**src/design/assert_macros.svh**
```systemverilog
// ---------------------------------------------------------------------------
// Assertion macros
// Shared concurrent assertion wrappers for the Hampel filter RTL.
// ---------------------------------------------------------------------------
`ifndef ASSERT_MACROS_SVH
`define ASSERT_MACROS_SVH

// Generic form: explicit clock and synchronous reset.
`define HOF_ASSERT_ON(label, clk, rst, prop) \
   label: assert property (@(posedge clk) disable iff (rst) prop) \
      else $error("hof assertion failed");

// Block form: uses the module's clock and reset ports.
`define HOF_ASSERT(label, prop) `HOF_ASSERT_ON(label, clock, reset, prop)

`endif

```
**src/design/hof_pkg.sv**
```systemverilog
// ---------------------------------------------------------------------------
// hof_pkg
// Constants and types shared by the Hampel outlier filter modules.
// ---------------------------------------------------------------------------
package hof_pkg;

   localparam int WINDOW_LEN   = 5;
   localparam int SAMPLE_W     = 32;
   localparam int DATA_W       = SAMPLE_W + 1;  // sort key: sample or abs deviation
   localparam int THR_W        = 16;
   localparam int SCALE_W      = 17;
   localparam int PROD_W       = THR_W + SCALE_W;
   localparam int LOW_PROD_W   = 2 * SAMPLE_W;
   localparam int BOUND_W      = PROD_W + SAMPLE_W;
   localparam int FRAC_SHIFT   = 24;            // Q8.8 x Q1.16
   localparam int CENTER_IDX   = WINDOW_LEN / 2;
   localparam int MEDIAN_RANK  = WINDOW_LEN / 2;
   localparam int SORT_CYCLES  = 2 * WINDOW_LEN;
   localparam int CNT_W        = $clog2(SORT_CYCLES);
   localparam int IDX_W        = $clog2(WINDOW_LEN);

   localparam logic [SCALE_W-1:0] SCALE_Q1_16 = SCALE_W'(97164);  // 1.4826
   localparam logic [THR_W-1:0]   THR_RESET   = THR_W'(512);      // 2.0

   typedef struct packed {
      logic                     valid;
      logic signed [DATA_W-1:0] data;
   } link_type;

endpackage

```
**src/design/hof_sort_cell.sv**
```systemverilog
// ---------------------------------------------------------------------------
// hof_sort_cell
// One insertion-sort cell: keeps the smallest key seen, passes the rest on.
// ---------------------------------------------------------------------------
module hof_sort_cell (
   input  logic                             clock,
   input  logic                             reset,
   input  logic                             clear,
   input  hof_pkg::link_type                link_in,
   output hof_pkg::link_type                link_out,
   output logic signed [hof_pkg::DATA_W-1:0] held_value
);

   logic                              held_valid_ff, held_valid_in;
   logic signed [hof_pkg::DATA_W-1:0] held_ff, held_in;
   hof_pkg::link_type                 pass_ff, pass_in;

   always_comb begin
      held_valid_in = held_valid_ff;
      held_in       = held_ff;
      pass_in.valid = 1'b0;
      pass_in.data  = link_in.data;
      if (link_in.valid) begin
         if (!held_valid_ff) begin
            held_valid_in = 1'b1;
            held_in       = link_in.data;
         end else if ($signed(link_in.data) < $signed(held_ff)) begin
            held_in       = link_in.data;
            pass_in.data  = held_ff;
            pass_in.valid = 1'b1;
         end else begin
            pass_in.valid = 1'b1;
         end
      end
   end

   always_ff @(posedge clock) begin
      if (reset || clear) begin
         held_valid_ff <= 1'b0;
         pass_ff.valid <= 1'b0;
      end else begin
         held_valid_ff <= held_valid_in;
         pass_ff.valid <= pass_in.valid;
      end
      held_ff      <= held_in;
      pass_ff.data <= pass_in.data;
   end

   assign link_out   = pass_ff;
   assign held_value = held_ff;

endmodule

```
**src/design/hof_sort_chain.sv**
```systemverilog
// ---------------------------------------------------------------------------
// hof_sort_chain
// Systolic row of sort cells; after a full load cell k holds rank k.
// ---------------------------------------------------------------------------
`include "assert_macros.svh"

module hof_sort_chain (
   input  logic                             clock,
   input  logic                             reset,
   input  logic                             clear,
   input  hof_pkg::link_type                feed,
   output logic signed [hof_pkg::DATA_W-1:0] median_value
);

   hof_pkg::link_type links [hof_pkg::WINDOW_LEN+1];

   assign links[0] = feed;

   for (genvar g = 0; g < hof_pkg::WINDOW_LEN; g++) begin : g_cell
      if (g == hof_pkg::MEDIAN_RANK) begin : g_mid
         hof_sort_cell u_cell (
            .clock      (clock),
            .reset      (reset),
            .clear      (clear),
            .link_in    (links[g]),
            .link_out   (links[g+1]),
            .held_value (median_value)
         );
      end else begin : g_side
         hof_sort_cell u_cell (
            .clock      (clock),
            .reset      (reset),
            .clear      (clear),
            .link_in    (links[g]),
            .link_out   (links[g+1]),
            .held_value ()
         );
      end
   end

   // one key per cell after each clear: the last cell never spills
   `HOF_ASSERT(a_chain_no_spill, !links[hof_pkg::WINDOW_LEN].valid)

endmodule

```
**src/design/hampel_outlier_filter.sv**
```systemverilog
// A transferred sample steps through SORT_VAL, SORT_DEV, SCALE, PRODUCT and DECIDE, held
//   until the result register is free. One item at a time: req_tready is low out of IDLE;
//   the single sort chain is loaded twice per item (samples, then abs deviations).
// The result register frees the input side while a result waits on rsp_tready.
// Reset (synchronous, active high): window and outlier count zero, threshold 2.0.
// ---------------------------------------------------------------------------
// hampel_outlier_filter
// Hampel filter over a sliding window: median / MAD test on the centre sample.
// ---------------------------------------------------------------------------
`include "assert_macros.svh"

module hampel_outlier_filter (
   input  logic        clock,
   input  logic        reset,
   // sample stream in
   input  logic        req_tvalid,
   output logic        req_tready,
   input  logic [31:0] req_tdata,    // [31:0] sample_in
   // filtered stream out
   output logic        rsp_tvalid,
   input  logic        rsp_tready,
   output logic [63:0] rsp_tdata,    // [31:0] sample_out, [63:32] outliers_seen
   output logic        rsp_tuser,    // [0] outlier_flag
   // threshold register write
   input  logic        csr_valid,
   output logic        csr_ready,
   input  logic [15:0] csr_wdata     // [15:0] threshold_q8_8
);

   localparam int SW = hof_pkg::SAMPLE_W;
   localparam int DW = hof_pkg::DATA_W;
   localparam int NW = hof_pkg::WINDOW_LEN;

   typedef enum logic [2:0] {
      ST_IDLE,
      ST_SORT_VAL,   // load raw samples, median settles
      ST_SORT_DEV,   // load abs deviations, MAD settles
      ST_SCALE,      // threshold x 1.4826
      ST_PRODUCT,    // low 32 bits of scale x MAD
      ST_DECIDE      // top bit fold-in, compare, load result
   } state_type;

   state_type                          state_ff, state_in;
   logic [hof_pkg::CNT_W-1:0]          cnt_ff, cnt_in;
   logic signed [SW-1:0]               window_ff [NW];
   logic signed [SW-1:0]               window_in [NW];
   logic [hof_pkg::THR_W-1:0]          threshold_ff, threshold_in;
   logic signed [DW-1:0]               med_ff, med_in;
   logic [SW-1:0]                      dev_ff, dev_in;
   logic [SW-1:0]                      mad_ff, mad_in;
   logic [hof_pkg::PROD_W-1:0]         scale_ff, scale_in;
   logic [hof_pkg::LOW_PROD_W-1:0]     prod_lo_ff, prod_lo_in;
   logic [SW-1:0]                      count_ff, count_in;
   logic                               rsp_valid_ff, rsp_valid_in;
   logic [SW-1:0]                      sample_out_ff, sample_out_in;
   logic                               flag_ff, flag_in;
   logic [SW-1:0]                      seen_ff, seen_in;

   logic                               req_xfer;
   logic                               out_free;
   logic                               out_load;
   logic                               last_cnt;
   logic                               feed_on;
   logic [hof_pkg::IDX_W-1:0]          feed_idx;
   logic signed [DW-1:0]               feed_sample;
   logic signed [DW-1:0]               feed_diff;
   logic signed [DW-1:0]               feed_abs;
   logic signed [DW-1:0]               center_ext;
   logic signed [DW-1:0]               center_diff;
   logic signed [DW-1:0]               center_abs;
   logic [hof_pkg::BOUND_W-1:0]        bound;
   logic [hof_pkg::BOUND_W-1:0]        lhs;
   logic                               pass_s;
   logic                               chain_clear;
   hof_pkg::link_type                  chain_feed;
   logic signed [DW-1:0]               chain_median;

   hof_sort_chain u_chain (
      .clock        (clock),
      .reset        (reset),
      .clear        (chain_clear),
      .feed         (chain_feed),
      .median_value (chain_median)
   );

   assign req_tready = (state_ff == ST_IDLE);
   assign csr_ready  = 1'b1;
   assign req_xfer   = req_tvalid && req_tready;
   assign out_free   = !rsp_valid_ff || rsp_tready;
   assign last_cnt   = (cnt_ff == hof_pkg::CNT_W'(hof_pkg::SORT_CYCLES - 1));

   // feed one window tap per cycle while cnt_ff is below WINDOW_LEN in a sort phase
   assign feed_on     = (cnt_ff < hof_pkg::CNT_W'(NW));
   assign feed_idx    = feed_on ? cnt_ff[hof_pkg::IDX_W-1:0] : '0;
   assign feed_sample = {window_ff[feed_idx][SW-1], window_ff[feed_idx]};
   assign feed_diff   = feed_sample - med_ff;
   assign feed_abs    = feed_diff[DW-1] ? -feed_diff : feed_diff;

   assign chain_feed.valid = feed_on &&
                             ((state_ff == ST_SORT_VAL) || (state_ff == ST_SORT_DEV));
   assign chain_feed.data  = (state_ff == ST_SORT_DEV) ? feed_abs : feed_sample;

   // centre deviation, taken when the median leaves the chain
   assign center_ext  = {window_ff[hof_pkg::CENTER_IDX][SW-1], window_ff[hof_pkg::CENTER_IDX]};
   assign center_diff = center_ext - chain_median;
   assign center_abs  = center_diff[DW-1] ? -center_diff : center_diff;

   // exact test: dev * 2^24 <= (thr * 1.4826) * MAD, full product never truncated
   assign bound  = hof_pkg::BOUND_W'(prod_lo_ff) +
                   (scale_ff[hof_pkg::PROD_W-1] ? (hof_pkg::BOUND_W'(mad_ff) << SW) : '0);
   assign lhs    = hof_pkg::BOUND_W'(dev_ff) << hof_pkg::FRAC_SHIFT;
   assign pass_s = (lhs <= bound);

   always_comb begin
      state_in      = state_ff;
      cnt_in        = cnt_ff;
      window_in     = window_ff;
      threshold_in  = threshold_ff;
      med_in        = med_ff;
      dev_in        = dev_ff;
      mad_in        = mad_ff;
      scale_in      = scale_ff;
      prod_lo_in    = prod_lo_ff;
      count_in      = count_ff;
      rsp_valid_in  = rsp_valid_ff;
      sample_out_in = sample_out_ff;
      flag_in       = flag_ff;
      seen_in       = seen_ff;
      chain_clear   = 1'b0;
      out_load      = 1'b0;

      if (csr_valid && csr_ready) begin
         threshold_in = csr_wdata;
      end

      if (rsp_valid_ff && rsp_tready) begin
         rsp_valid_in = 1'b0;
      end

      unique case (state_ff)
         ST_IDLE: begin
            if (req_xfer) begin
               for (int i = 0; i < NW - 1; i++) begin
                  window_in[i] = window_ff[i+1];
               end
               window_in[NW-1] = req_tdata;
               cnt_in          = '0;
               chain_clear     = 1'b1;
               state_in        = ST_SORT_VAL;
            end
         end
         ST_SORT_VAL: begin
            cnt_in = cnt_ff + 1'b1;
            if (last_cnt) begin
               med_in      = chain_median;
               dev_in      = center_abs[SW-1:0];
               cnt_in      = '0;
               chain_clear = 1'b1;
               state_in    = ST_SORT_DEV;
            end
         end
         ST_SORT_DEV: begin
            cnt_in = cnt_ff + 1'b1;
            if (last_cnt) begin
               mad_in   = chain_median[SW-1:0];
               cnt_in   = '0;
               state_in = ST_SCALE;
            end
         end
         ST_SCALE: begin
            scale_in = hof_pkg::PROD_W'(threshold_ff) *
                       hof_pkg::PROD_W'(hof_pkg::SCALE_Q1_16);
            state_in = ST_PRODUCT;
         end
         ST_PRODUCT: begin
            prod_lo_in = hof_pkg::LOW_PROD_W'(scale_ff[SW-1:0]) *
                         hof_pkg::LOW_PROD_W'(mad_ff);
            state_in   = ST_DECIDE;
         end
         ST_DECIDE: begin
            if (out_free) begin
               out_load = 1'b1;
               state_in = ST_IDLE;
            end
         end
         default: begin
            state_in = ST_IDLE;
         end
      endcase

      if (out_load) begin
         rsp_valid_in  = 1'b1;
         sample_out_in = pass_s ? window_ff[hof_pkg::CENTER_IDX] : med_ff[SW-1:0];
         flag_in       = !pass_s;
         count_in      = pass_s ? count_ff : count_ff + 1'b1;
         seen_in       = count_in;
      end
   end

   always_ff @(posedge clock) begin
      if (reset) begin
         state_ff     <= ST_IDLE;
         cnt_ff       <= '0;
         threshold_ff <= hof_pkg::THR_RESET;
         count_ff     <= '0;
         rsp_valid_ff <= 1'b0;
         for (int i = 0; i < NW; i++) begin
            window_ff[i] <= '0;
         end
      end else begin
         state_ff     <= state_in;
         cnt_ff       <= cnt_in;
         threshold_ff <= threshold_in;
         count_ff     <= count_in;
         rsp_valid_ff <= rsp_valid_in;
         window_ff    <= window_in;
      end
      med_ff        <= med_in;
      dev_ff        <= dev_in;
      mad_ff        <= mad_in;
      scale_ff      <= scale_in;
      prod_lo_ff    <= prod_lo_in;
      sample_out_ff <= sample_out_in;
      flag_ff       <= flag_in;
      seen_ff       <= seen_in;
   end

   assign rsp_tvalid = rsp_valid_ff;
   assign rsp_tdata  = {seen_ff, sample_out_ff};
   assign rsp_tuser  = flag_ff;

   // one item in flight: a transfer closes the input side
   `HOF_ASSERT(a_busy_blocks_req, (req_tvalid && req_tready) |=> !req_tready)
   // counter steps exactly on an outlier result
   `HOF_ASSERT(a_count_steps, (out_load && !pass_s) |=> (count_ff == $past(count_ff) + 32'd1))
   `HOF_ASSERT(a_count_holds, !(out_load && !pass_s) |=> (count_ff == $past(count_ff)))
   // results only come out of the decision step
   `HOF_ASSERT(a_result_from_decide, $rose(rsp_tvalid) |-> $past(state_ff == ST_DECIDE))

endmodule
```
**config.mk**
```make
export PLATFORM = sky130hd
export DESIGN_NAME = hampel_outlier_filter
export DESIGN_NICKNAME = d
export VERILOG_FILES = /design/src/design/hof_pkg.sv /design/src/design/hof_sort_cell.sv /design/src/design/hof_sort_chain.sv /design/src/design/hampel_outlier_filter.sv
export VERILOG_INCLUDE_DIRS = /design/src /design/src/design
export SDC_FILE = /design/constraint.sdc
export NUM_CORES = 2
export LEC_CHECK = 0
export BUFFER_PORTS_ARGS = -buffer_cell sky130_fd_sc_hd__buf_2
export CAP_MARGIN = 15
export CORE_UTILIZATION = 45
export CTS_CLUSTER_SIZE = 8
export DETAILED_ROUTE_END_ITERATION = 7
export PLACE_DENSITY = 0.7
export SYNTH_ARGS = -nofsm -noshare
export SYNTH_HDL_FRONTEND = slang
export SYNTH_SLANG_ARGS = --single-unit
```
**constraint.sdc**
```tcl
create_clock -name clock -period 14.8 [get_ports clock]
set_input_delay 1.48 -clock clock [delete_from_list [all_inputs] [get_ports clock]]
set_output_delay 1.48 -clock clock [all_outputs]
set_load 0.1 [all_outputs]
```
After elaboration in Yosys (flattened, before gate mapping) --
Cells that the tools add are included.
Word-level totals: flip-flop bits (word level) 641, input port bits 53, output and inout bits 68, word-level logic and storage cells 118
Cells by class: add/subtract/negate cells 7, multiply operators 2, order comparisons 6, equality and inequality tests 13, multiplexer cells 37, bitwise logic cells 3, reductions and logical operators 22
Operators by type and width (number):
- 33-bit 2-to-1 mux | 12
- 32-bit 2-to-1 mux | 5
- 33-bit less-than comparator | 3
- 32-bit binary-select mux with 3-bit select | 1
- 34-bit 2-to-1 mux | 2
- 32-bit by 33-bit subtractor with 33-bit output | 2
- 64-bit by 64-bit adder with 65-bit output | 1
- 56-bit by 65-bit less-or-equal comparator with 1-bit output | 1
- 64-bit 2-to-1 mux | 1
- 30-bit by 32-bit multiplier with 62-bit output | 1
- 33-bit negation | 1
- 32-bit by 1-bit adder with 32-bit output, second input constant | 1
- 32-bit negation | 1
- 16-bit by 15-bit multiplier with 31-bit output, second input constant | 1
- 3-bit one-hot mux with 6 select lines | 1
- 3-bit 2-to-1 mux | 5
- 2-bit AND reduction | 7
- 4-bit 2-to-1 mux | 2
- 2-bit by 1-bit != test with 1-bit output, second input constant | 4
- 4-bit one-hot mux with 2 select lines | 1
- 3-bit by 2-bit == test with 1-bit output, second input constant | 2
- 3-bit == test, second input constant | 2
- 1-bit 2-to-1 mux | 6
- 2-bit != test, second input constant | 3
- other kinds (15) | 24

Depth between registers and ports, before layout --
depth in word-level cells 14, gate-level depth with buffers 35

Modules after synthesis --
A second synthesis with hierarchy kept.
Unflattened totals: cell total of the unflattened synthesis 8224, area, all modules 75884.0 sq um
By module, submodules not included:
- hampel_outlier_filter | times used 1, cells an instance 6730, area each 61815.5 sq um
- hof_sort_cell | times used 3, cells an instance 498, area each 4689.5 sq um

Worst setup path after synthesis --
No wires, ideal clock.
path type register to register, from register scale_ff[5] (netlist bit), to register prod_lo_ff[60] (netlist bit) (data pin), data arrival time 7.295 ns, required time 14.526 ns, path slack 7.231 ns, stages on the path, launching flop included 26, period minus slack after synthesis 7.569 ns, cell sequence edfxtp_1 -> clkbuf_1 -> nand2_1 -> fa_1 -> inv_1 -> fa_1 -> fa_1 -> fa_1 -> inv_1 -> fa_1 -> inv_1 -> fa_1 -> fa_1 -> fa_1 -> ha_1 -> a21o_1 -> a21o_1 -> a21oi_1 -> o21ai_0 -> a221oi_1 -> o31ai_1 -> a2111oi_0 -> nor2_1 -> a211oi_1 -> o41ai_1 -> xor2_1
On the way: longest elaborated chain between the ends 1
RTL lines:
- start, declared | RTL line hampel_outlier_filter.sv:51 | logic [hof_pkg::PROD_W-1:0] scale_ff, scale_in;
- start signal, assigned | RTL line hampel_outlier_filter.sv:221 | scale_ff <= scale_in;
- 30-bit by 32-bit multiplier with 62-bit output | RTL line hampel_outlier_filter.sv:176 | prod_lo_in = hof_pkg::LOW_PROD_W'(scale_ff[SW-1:0]) *
- end signal, assigned | RTL line hampel_outlier_filter.sv:222 | prod_lo_ff <= prod_lo_in;
- end, declared | RTL line hampel_outlier_filter.sv:52 | logic [hof_pkg::LOW_PROD_W-1:0] prod_lo_ff, prod_lo_in;
Every way passes these cells. A chain may end at the register's enable or synchronous reset.

Worst setup path in the final report --
from register scale_ff[6] (netlist bit), to register prod_lo_ff[60] (netlist bit) (data pin)
Same word-level chain as after synthesis.

==> impl_metrics.tcl <==
set metrics [dict create \
    nets 8891 \
    synth_cell_type_count 91 \
    syn_area_um2 69100 \
    power_density_nw_per_um2 68.2 \
    fin_crit_sh_pct 63.2 \
    period_needed_ps 9350 \
    die_x_um 394 \
    grt_pass1_wl_um 298000 \
    antenna_found_initial 4 \
    worstSkewPairLatency_ps 750 \
    n_fill_cell 14000 \
    cts_root_buf "clkbuf_16" \
    crit_slowest_cell "edfxtp_1" \
    drt-total-wl_um 185000 \
    syn_area_per_cell_um2 9.42 \
    synth_seq_cells 641 \
    yosysTopAreaCell "fa_1" \
    chipHeight_um 394 \
    grt_pass1_vias 53700 \
    vdd_drop_max_mv 0.110 \
    grt_use_total_pct 24.1 \
    grt.overflow.total 0 \
    postCtsSetupRepairBufs 0 \
    crit_required_ps 15220 \
    ant_nets 0 \
    io_pins 121 \
    grt_max_degree 93 \
    cp_num_buf_inv 5 \
    cts-buffers-inserted 92 \
    tightestPinTransition_ps 1120 \
    worst_setup_path_end_kind "flop" \
    worstSetupPathType "reg2reg" \
    synth_nets 8925 \
    ys_top_cells_by_area "fa_1 (27%), edfxtp_1 (15%), ha_1 (11%), dfxtp_1 (8.3%), nand2_1 (6.8%)" \
    core.rowCount 143 \
    async_flop_share_pct 0 \
    fp.coreArea_um2 152000 \
    synth_cells 7332 \
    drive_gt1_share_pct 6.40 \
    hold_class "reg2reg" \
    drc_errors 0 \
    start_util_pct 45.4 \
    max_freq_ghz 0.107 \
    antenna_cells 0 \
    final_cell_mix "nand2_1 (1,247), inv_1 (1,147), fa_1 (939)" \
    first_pass_iters 6 \
    crit_path_frequent_cell "fa_1" \
    seq_area_frac_synth_pct 23.7 \
    numClockSinks 641 \
    maxCapViolations 0 \
    gp_congestion 0.929 \
    wl_per_cell_um 19.7 \
    startpoint_type "flop" \
    drtIter0Drc 3925 \
    outcome "finished, final reports clean" \
    leakage_nw 34.6 \
    setup_viol 0 \
    yosysWarningCount 0 \
    synth_edf_count 354 \
    via_per_inst 5.55 \
    crit_family "adder cells" \
    cts_tree "done" \
    io_buffers 119 \
    dp_hpwl_um 139000 \
    hold_buffers 0 \
    final_util_pct 49.0 \
    synth_top_area_share_pct 27.2 \
    h-tree-depth 3 \
    mostFrequentLayoutCell "nand2_1" \
    area_growth_pct 7.86 \
    timing.final.hold_violations 0 \
    relSlewSlack_pct 25.5 \
    clk_path_buf_depth 3 \
    clock_skew_ps 85.1 \
    slew_viol_final 0 \
    fin_tns_setup_ps 0 \
    dieArea_um2 155000 \
    synthFlopType "edfxtp_1" \
    cts_resized 0 \
    cp_slowest_stage_delay_ps 910 \
    cp.arrival_ps 9770 \
    rsz0062_at_grt "no" \
    cp_max_fo 19 \
    vias 52100 \
    clk_pin_slew_ps 60 \
]
[Yosys cell counts, types with 24 or more instances]
cell type and count:
nand2_1 1248, inv_1 1148, fa_1 939, ha_1 601
a21oi_1 425, edfxtp_1 354, clkbuf_1 322, and2_1 304
dfxtp_1 287, nor2_1 206, xnor2_1 153, a21o_1 144
o21ai_0 141, mux2_2 97, xor2_1 82, mux2i_1 72
nand3_1 68, nor3_1 68, and3_1 56, nand4_1 53
o21a_1 41, or3_1 38, a31oi_1 32, nor2b_1 32
o31ai_1 32, a32o_1 29, a211oi_1 27, nand2b_1 24
[cells by family after synthesis]
logic type | share of synthesized area [%]
simple gates | 14.5
fa+ha+maj | 38.1
buf+inv | 8.13
compound gates | 9.93
flops | 23.7
xor+xnor | 2.98
mux | 2.62
other cells | 0.00543
[per-stage QoR]
step           power (mW)  instances  hold slack (ps)  setup slack (ps)  instance area [um^2]
2_1_floorplan        2.84       7332              400              7230                 69100
3_3_place_gp         3.04       9231              420              5520                 71700
6_report             5.08       9391              431              5450                 74500
4_1_cts              5.12       9391              433              5600                 74500
5_1_grt              5.34       9391              436              4920                 74500
3_5_place_dp         3.08       9234              425              5690                 71700
[power by group]
| part | internal, mW | switching (mW) | leakage [nW] |
|---|---|---|---|
| Sequential | 1.95 | 0.0359 | 5.45 |
| Combinational | 0.459 | 0.608 | 27.8 |
| Clock | 1.19 | 0.842 | 1.32 |
| Total | 3.59 | 1.49 | 34.6 |
[flip-flops by register name, indices dropped and copies added, names as in the netlist, 4 cells and up]
signal                                   count
scale_ff                                    31
window_ff                                  128
cnt_ff                                       4
u_chain.g_cell.g_side.u_cell.held_value     66
count_ff                                    32
mad_ff                                      32
prod_lo_ff                                  62
center_ext                                  32
med_ff                                      33
sample_out_ff                               32
dev_ff                                      32
seen_ff                                     32
u_chain.g_cell.g_mid.u_cell.held_value      33
u_chain.g_cell.g_side.u_cell.link_out       68
threshold_ff                                16
[routing by layer]
| layer | global-route usage (%) | share of wire, % | vias up | wire (um) |
|---|---|---|---|---|
| li1 | - | - | 23700 | - |
| met5 | 0 | 0 | - | 0 |
| met2 | 39.1 | 47 | 1792 | 86500 |
| met4 | 7.64 | 3.1 | 0 | 5730 |
| met3 | 3.60 | 6.9 | 379 | 12700 |
| met1 | 33.2 | 43 | 26200 | 80300 |
[layout make-up]
type	instances	area (um^2)	share of cell area (%)
multi-input combinational	5201	47100	63.3
sequential	641	16400	22.0
inverter	1148	4310	5.79
clock buffer	148	2560	3.44
tap	2030	2540	3.41
timing repair buffer	214	1350	1.81
clock inverter	9	220	0.296
[worst paths after layout]
check                                              start                                      endpoint  slack, ps  depth (start not counted)
max reg2reg                                  scale_ff[6]                                prod_lo_ff[60]       5450                         26
min reg2reg  u_chain.g_cell[1].g_side.u_cell.link_out[6]  u_chain.g_cell[2].g_mid.u_cell.held_value[6]        430                          0
min          u_chain.g_cell[1].g_side.u_cell.link_out[6]  u_chain.g_cell[2].g_mid.u_cell.held_value[6]        430                          0
max                                          scale_ff[6]                                prod_lo_ff[60]       5450                         26
(Power assumes the default switching activity.)
